### src/rtl/core/yuyv_to_rgb_converter_core_macros.svh
// Assertion macros for the YUYV to RGB converter core.
// Included by modules that check their own pipeline control.
`ifndef YUYV_TO_RGB_CONVERTER_CORE_MACROS_SVH
`define YUYV_TO_RGB_CONVERTER_CORE_MACROS_SVH

// Implication checked outside reset.
`define YTR_ASSERT_IMP(lbl, ante, cons) \
    lbl: assert property (@(posedge i_clk) disable iff (!i_rst_n) (ante) |-> (cons)) \
        else $error("pipeline check failed");

// Next-cycle implication that is also checked across reset.
`define YTR_ASSERT_NXT(lbl, ante, cons) \
    lbl: assert property (@(posedge i_clk) (ante) |=> (cons)) \
        else $error("pipeline check failed");

`endif

### src/rtl/core/ytr_pkg.sv
// Package for the YUYV to RGB converter core: fixed-point coefficients,
// widths and the clamp and saturate helpers. No dependencies.
package ytr_pkg;

    localparam int unsigned SumW = 26;
    localparam int unsigned ChanW = 8;
    localparam int unsigned ScaleW = 9;
    localparam int unsigned ScaledW = ChanW + ScaleW;

    localparam logic signed [17:0] COEF_RV = 18'sd89831;
    localparam logic signed [17:0] COEF_GV = 18'sd45744;
    localparam logic signed [17:0] COEF_GU = 18'sd22127;
    localparam logic signed [17:0] COEF_BU = 18'sd113538;

    localparam logic [ScaleW-1:0] SCALE_RESET = 9'd220;
    localparam logic [ChanW-1:0] CHAN_MAX = 8'hFF;

    typedef logic signed [SumW-1:0] t_sum;
    typedef logic [ChanW-1:0] t_chan;
    typedef logic [ScaledW-1:0] t_scaled;

    // Floor of a Q.16 sum, clamped to the channel range.
    function automatic t_chan clamp_q16(input t_sum sum);
        t_chan res;
        if (sum[SumW-1]) begin
            res = '0;
        end else if (sum[SumW-2]) begin
            res = CHAN_MAX;
        end else begin
            res = sum[23:16];
        end
        return res;
    endfunction

    // Divide a scaled channel by 256 and saturate to the channel range.
    function automatic t_chan sat_scaled(input t_scaled p);
        t_chan res;
        if (p[ScaledW-1]) begin
            res = CHAN_MAX;
        end else begin
            res = p[ScaledW-2:ChanW];
        end
        return res;
    endfunction

endpackage

### src/rtl/core/yuyv_to_rgb_converter_core.sv
// YUYV macropixel to scaled 24-bit colour converter, four register stages:
// chroma products, Q.16 sums with clamp, gain multiply, saturate to output.
// Words pass through the stages in order; one word per cycle while the output is not stalled.
// A stall on the output only holds as many stages as are full.
// Reset is synchronous and active low: pipeline empties, scale returns to 220.
`include "yuyv_to_rgb_converter_core_macros.svh"

module yuyv_to_rgb_converter_core
    import ytr_pkg::*;
(
    input  logic                i_clk,
    input  logic                i_rst_n,
    input  logic                i_cfg_wr_en,
    input  logic [ScaleW-1:0]   i_cfg_wr_data,
    input  logic                s_axis_tvalid,
    output logic                s_axis_tready,
    // luma_first, chroma_blue, luma_second, chroma_red
    input  logic [31:0]         s_axis_tdata,
    input  logic                s_axis_tlast,
    output logic                m_axis_tvalid,
    input  logic                m_axis_tready,
    // first_blue, first_green, first_red, second_blue, second_green, second_red
    output logic [47:0]         m_axis_tdata,
    output logic                m_axis_tlast
);

    localparam int unsigned NumStages = 4;

    logic [ScaleW-1:0]    r_scale;
    logic [NumStages-1:0] r_vld;
    logic [NumStages-1:0] adv;
    logic                 r1_last, r2_last, r3_last, r4_last;

    logic [7:0]  r1_y0, r1_y1;
    t_sum        r1_bu, r1_gv, r1_gu, r1_rv;
    t_chan       r2_chan [6];
    t_scaled     r3_prod [6];
    logic [47:0] r4_data;

    logic signed [8:0]  du, dv;
    logic signed [26:0] p_bu, p_gv, p_gu, p_rv;
    t_sum               base0, base1;
    t_sum               n_sum [6];

    always_ff @(posedge i_clk) begin
        if (!i_rst_n) begin
            r_scale <= SCALE_RESET;
        end else if (i_cfg_wr_en) begin
            r_scale <= i_cfg_wr_data;
        end
    end

    always_comb begin
        adv[NumStages-1] = !r_vld[NumStages-1] || m_axis_tready;
        for (int i = NumStages - 2; i >= 0; i--) begin
            adv[i] = !r_vld[i] || adv[i+1];
        end
    end

    assign s_axis_tready = adv[0];

    always_ff @(posedge i_clk) begin
        if (!i_rst_n) begin
            r_vld <= '0;
        end else begin
            if (adv[0]) begin
                r_vld[0] <= s_axis_tvalid;
            end
            for (int i = 1; i < NumStages; i++) begin
                if (adv[i]) begin
                    r_vld[i] <= r_vld[i-1];
                end
            end
        end
    end

    // Offset chroma: flipping the top bit subtracts 128 in two's complement.
    assign du = {{2{~s_axis_tdata[15]}}, s_axis_tdata[14:8]};
    assign dv = {{2{~s_axis_tdata[31]}}, s_axis_tdata[30:24]};
    assign p_bu = du * COEF_BU;
    assign p_gv = dv * COEF_GV;
    assign p_gu = du * COEF_GU;
    assign p_rv = dv * COEF_RV;

    always_ff @(posedge i_clk) begin
        if (adv[0] && s_axis_tvalid) begin
            r1_y0   <= s_axis_tdata[7:0];
            r1_y1   <= s_axis_tdata[23:16];
            r1_bu   <= p_bu[SumW-1:0];
            r1_gv   <= p_gv[SumW-1:0];
            r1_gu   <= p_gu[SumW-1:0];
            r1_rv   <= p_rv[SumW-1:0];
            r1_last <= s_axis_tlast;
        end
    end

    assign base0 = $signed({2'b00, r1_y0, 16'h0000});
    assign base1 = $signed({2'b00, r1_y1, 16'h0000});

    always_comb begin
        n_sum[0] = base0 + r1_bu;
        n_sum[1] = base0 - r1_gv - r1_gu;
        n_sum[2] = base0 + r1_rv;
        n_sum[3] = base1 + r1_bu;
        n_sum[4] = base1 - r1_gv - r1_gu;
        n_sum[5] = base1 + r1_rv;
    end

    always_ff @(posedge i_clk) begin
        if (adv[1] && r_vld[0]) begin
            for (int i = 0; i < 6; i++) begin
                r2_chan[i] <= clamp_q16(n_sum[i]);
            end
            r2_last <= r1_last;
        end
    end

    always_ff @(posedge i_clk) begin
        if (adv[2] && r_vld[1]) begin
            for (int i = 0; i < 6; i++) begin
                r3_prod[i] <= r2_chan[i] * r_scale;
            end
            r3_last <= r2_last;
        end
    end

    always_ff @(posedge i_clk) begin
        if (adv[3] && r_vld[2]) begin
            for (int i = 0; i < 6; i++) begin
                r4_data[i*8 +: 8] <= sat_scaled(r3_prod[i]);
            end
            r4_last <= r3_last;
        end
    end

    assign m_axis_tvalid = r_vld[NumStages-1];
    assign m_axis_tdata  = r4_data;
    assign m_axis_tlast  = r4_last;

    `YTR_ASSERT_IMP(a_accept_fills_first, s_axis_tvalid && s_axis_tready, ##1 r_vld[0])
    `YTR_ASSERT_IMP(a_no_loss, !(m_axis_tvalid && m_axis_tready) && !s_axis_tvalid,
        ##1 $countones(r_vld) >= $past($countones(r_vld)))
    `YTR_ASSERT_IMP(a_ready_when_hole, !r_vld[0], s_axis_tready)
    `YTR_ASSERT_NXT(a_reset_state, !i_rst_n, r_scale == SCALE_RESET && r_vld == '0)

endmodule
### config.mk
export PLATFORM = sky130hd
export DESIGN_NAME = yuyv_to_rgb_converter_core
export DESIGN_NICKNAME = d
export VERILOG_FILES = /design/src/rtl/core/ytr_pkg.sv /design/src/rtl/core/yuyv_to_rgb_converter_core.sv
export VERILOG_INCLUDE_DIRS = /design/src /design/src/rtl/core
export SDC_FILE = /design/constraint.sdc
export NUM_CORES = 2
export LEC_CHECK = 0
export ABC_AREA = 1
export BUFFER_PORTS_ARGS = -buffer_cell sky130_fd_sc_hd__buf_2
export CAP_MARGIN = 20
export CORE_MARGIN = 2
export CORE_UTILIZATION = 45
export CTS_CLUSTER_SIZE = 28
export DETAILED_ROUTE_END_ITERATION = 12
export GPL_TIMING_DRIVEN = 1
export PLACE_DENSITY_LB_ADDON = 0.08
export SLEW_MARGIN = 40
export SYNTH_ARGS = -nofsm -noshare
export SYNTH_HDL_FRONTEND = slang
export SYNTH_SLANG_ARGS = --single-unit
### constraint.sdc
create_clock -name i_clk -period 5.95 [get_ports i_clk]
set_input_delay 0 -clock i_clk [delete_from_list [all_inputs] [get_ports i_clk]]
set_output_delay 0 -clock i_clk [all_outputs]
set_load 0.01 [all_outputs]
Word level (Yosys, flattened, before mapping). Memory sizes are Yosys's and may differ from the RTL's. Cells that the tools add are included.

Register bits after elaboration: 180. Bits in latches: 0. Bits in writable memories: 150. Bits in read-only memories: 0. Input bits: 47. Output and inout port bits: 51. Memories: 2.

Memories: r3_prod (depth 6, bits a word 17, read ports 6, clocked after memory_dff 0, write ports 6, RTL line yuyv_to_rgb_converter_core.sv:37) `t_scaled r3_prod [6];`; r2_chan (depth 6, bits a word 8, read ports 6, clocked after memory_dff 0, write ports 6, RTL line yuyv_to_rgb_converter_core.sv:36) `t_chan r2_chan [6];`.

$add $sub $neg: 8. Multipliers: 10. Divide/modulo/power cells: 0. Order comparisons: 0. Eq/ne operators: 0. Shift operators: 0. Multiplexer cells: 22. Bitwise logic cells: 2. Reduce and logical (&&, ||, !) cells: 12.

Operator list (count): 2-to-1 mux 8 bit (18); adder 25 x 26 -> 26 bit (4); multiplier 8 x 9 -> 17 bit (6); subtractor 25 x 26 -> 26 bit (2); subtractor 26 bit (2); multiplier 8 x 18 -> 26 bit, second input constant (1); multiplier 8 x 17 -> 25 bit, second input constant (1); multiplier 8 x 16 -> 24 bit, second input constant (1); multiplier 8 x 13 -> 21 bit, second input constant (1); logical AND 1 bit (4); logical NOT 1 bit (4); logical OR 1 bit (4); 2-to-1 mux 1 bit (4); NOT 1 bit (2).

Logic depth before layout (Yosys ltp).
Depth in word-level cells: 7. Gate-level depth with buffers: 22.

Worst setup path after synthesis. No wires, ideal clock.

Kind: register -> register. Start: reg r_vld[3]. End: reg r1_bu[16] (enable). Library setup time: 0.525 ns. Arrival time: 4.181 ns. Data required time: 5.425 ns. Path slack: 1.244 ns. Stages on the path, launching flop included: 10. Clock period less this slack: 4.706 ns. Path through: dfxtp_1 inv_1 nor2_1 inv_1 nor2_1 inv_1 nor2_1 inv_1 nor2_1 nor2_1.

Longest elaborated chain between the ends: 6.

Ends and longest elaborated chain: start: declaration (RTL line yuyv_to_rgb_converter_core.sv:30) `logic [NumStages-1:0] r_vld;`; start signal: indexed assignment (RTL line yuyv_to_rgb_converter_core.sv:71) `r_vld[i] <= r_vld[i-1];`; logical NOT 1 bit (RTL line yuyv_to_rgb_converter_core.sv:54) `adv[NumStages-1] = !r_vld[NumStages-1] || m_axis_tready;`; logical OR 1 bit (RTL line yuyv_to_rgb_converter_core.sv:54); logical OR 1 bit (3 in series) (RTL line yuyv_to_rgb_converter_core.sv:56) `adv[i] = !r_vld[i] || adv[i+1];`; logical AND 1 bit (RTL line yuyv_to_rgb_converter_core.sv:86) `if (adv[0] && s_axis_tvalid) begin`; end signal: assignment (RTL line yuyv_to_rgb_converter_core.sv:89) `r1_bu <= p_bu[SumW-1:0];`; end: declaration (RTL line yuyv_to_rgb_converter_core.sv:35) `t_sum r1_bu, r1_gv, r1_gu, r1_rv;`.

No other way between the ends. A chain may end at the register's enable or synchronous reset.

==> results.md <==
* RSZ-0062 raised after global routing: false
* Minimum hold slack at 53.5 ps
* CTS tree: done
* CP arrival at 5100 ps
* Total wire length at 86000 um
* Worst skew pair latency at 560 ps
* Syn Std Cell Area at 0.0361 mm^2
* Initial antenna violation count at 0
* Drt initial violations at 1338
* Post-synth EDFFs at 235
* Slowest stage delay, CP at 790 ps
* Multi-input logic area at 0.0237 mm^2
* Syn avg cell area at 7.81 um^2
* CP delay by family, top: adder cells
* Vias at 27773
* Die Area at 0.0825 mm^2
* Initial Util at 0.456
* Clock H-tree levels at 2
* Fraction of registers with async set/reset at 0
* Area Overhead vs Synth at 9.55%
* Slew HR at 0.483
* CP Capture Point: r3_prod[5][16]
* Fin crit share at 0.810
* Die H at 287 um
* Vias in the first global route at 27646
* # IOs at 98
* #FFs+latches synth at 248
* CP startpoint: r_scale[4]
* Max Fanout on Critical Path at 28
* Overall routing resource usage at 0.215
* Setup ws final at 1130 ps
* Share of layout cells above drive strength 1 at 0.0601
* First-pass GRT wire length at 143000 um
* Worst path bufs/invs at 4
* Setup-failing EPs final at 0
* Clk slew on worst S/H paths at 50 ps
* CTS buffer count at 35
* Critical Path End Type: register
* CP Launch Type: register
* Maxcap violations at 0
* Drt via density at 4.78
* PortBufs at 97
* WL per Instance at 14.8 um
* Levels on crit path at 16
* Critical path class: reg -> reg
* Synth warn at 0
* Final non-filler cell total at 5812
* Layout Nets at 5648
* ANT cells at 0
* Slowest stage cell, crit path: dfxtp_2
* FF/Latch Area at 0.00733 mm^2
* Critical R2R Capture: r3_prod[5][16]
* Fillers at 7875
* Num rows at 103
* Root Buffer Master: clkbuf_16
* Placer Congestion at 0.925
* Post-Synthesis Cells at 4619
* Sinks on Clock Net at 248
* Dpl ws at 1170 ps
* Part of the Yosys area used for sequential elements at 0.203
* Fmax at 0.207 GHz
* Clock Skews at 34.0 ps
* Reg2reg path depth at 16
* DP Wirelength at 70900 um
* Endpoints failing hold at 0
* R2R Setup Slk at 1130 ps
* Fin Setup TNS at 0 ps
* Core area at 0.0791 mm^2
* DRC viols at 0
* Top_reg_cell synth: edfxtp_1
* Worst EP required at 6230 ps
* Largest net degree at the start of global routing at 67
* Antenna-violating nets left at 0
* Worst r2r src: r_scale[4]
* Remaining Overflow, GRT at 0
* Status: finished clean
* Fin crit period at 4820 ps
* Measured slew at the worst slew-check pin at 775 ps
* Die Wd at 287 um
* Yosys cell types at 47
* Placed Instances at 5697
* Cell Chain, Critical Path: buf_4, nand2_1, inv_1, fa_1, fa_1, fa_1, inv_1, fa_1, inv_1, ha_1, a21oi_1, o21ai_0, a21oi_1, nand2_1, nand2_1, nand2_1
* CTS max path bufs at 3
* Drt pass-1 iters at 5
* Fin. max-slew vios at 0
* Hold crit path type: in -> reg
* Syn_nets at 5530
[worst min path at each step]
stage | startpoint | endpoint | slack (ps) | depth (start not counted)
after floorplan | s_axis_tdata[8] | r1_gu[0] | 100 | 0
after global placement | s_axis_tdata[2] | r1_y0[2] | 180 | 1
after detailed placement | s_axis_tdata[0] | r1_y0[0] | 180 | 1
after CTS | i_rst_n | r_vld[2] | 40 | 3
after global routing | i_rst_n | r_vld[2] | 40 | 3
final | i_rst_n | r_vld[2] | 50 | 3
[repair_timing]
action                                 4_1_cts  5_1_grt
hold buffers                                52        0
buffers inserted                             0        0
gates resized for setup                      0        0
endpoints found under the hold margin       53        0
[cell usage after synthesis (11+ instances only)]
| library cell | n | share of area |
|---|---|---|
| a21o_1 | 22 | 0.0046 |
| a21oi_1 | 177 | 0.025 |
| a31oi_1 | 14 | 0.0024 |
| buf_1 | 11 | 0.0011 |
| buf_2 | 12 | 0.0017 |
| clkbuf_1 | 70 | 0.0073 |
| dfxtp_1 | 13 | 0.0072 |
| edfxtp_1 | 235 | 0.20 |
| fa_1 | 385 | 0.21 |
| ha_1 | 479 | 0.17 |
| inv_1 | 1264 | 0.13 |
| nand2_1 | 1135 | 0.12 |
| nand3_1 | 127 | 0.018 |
| nand3b_1 | 13 | 0.0027 |
| nand4_1 | 58 | 0.010 |
| nor2_1 | 255 | 0.027 |
| nor3_1 | 25 | 0.0035 |
| o21ai_0 | 63 | 0.0087 |
| o21bai_1 | 37 | 0.0077 |
| or2_2 | 55 | 0.0095 |
| xnor2_1 | 26 | 0.0063 |
| xor2_1 | 67 | 0.016 |
[flip-flops by register name, summed over array words and instances, names as in the netlist]
register and flops:
m_axis_tlast 1, m_axis_tdata 48, r_scale 9, r1_bu 10
r1_y1 8, r3_last 1, r1_gu 24, r3_prod 54
r1_gv 19, r1_last 1, r_vld 4, r1_rv 12
r1_y0 8, r2_last 1, r2_chan 48
[layout by cell type (no fill, tap or decap), types with 58 or more instances in the layout]
cell type  netlist  layout
nor2_1         255     253
a21oi_1        177     177
nand4_1         58      58
fa_1           385     385
xor2_1          67      67
inv_1         1264    1262
nand3_1        127     127
ha_1           479     479
buf_2           12      97
o21ai_0         63      63
nand2_1       1135    1135
edfxtp_1       235     235
[tightest hold or removal path, stage by stage]
cell and delay [ps]:
buf_2 180, inv_1 270, a21oi_1 70
[through the flow]
step | utilization | area [um^2]
final | 0.500 | 39500
after global routing | 0.500 | 39500
after CTS | 0.499 | 39500
after detailed placement | 0.477 | 37700
after global placement | 0.477 | 37700
after floorplan | - | 36100
[layout make-up]
cell class | instances | area share
flip-flops and latches | 248 | 0.186
clock inverters | 20 | 0.00719
multi-input cells | 3010 | 0.598
inverters | 1265 | 0.120
well taps | 1050 | 0.0332
repair buffers | 177 | 0.0315
clock buffers | 42 | 0.0242
[per-layer routing]
metal  part of all wire  global-route usage
met5                  0                   0
met1               0.49               0.308
met4              0.021              0.0474
met2               0.45               0.349
met3              0.044              0.0275
[cell families (layout without fill, tap and decap cells)]
kind of cell               Yosys count  after routing  synth area share
and+or+nand+nor                   1691           1691             0.192
buffers and inverters             1361           1504             0.142
adders and majority gates          864            864             0.380
AOI/OAI and AO/OA                  358            358            0.0585
DFF                                248            248             0.203
xor gates and xnor gates            97             97            0.0244
Power is left out: the tool's default activity adds up to more than one toggle a clock period on the data nets, which glitch-free logic cannot reach.
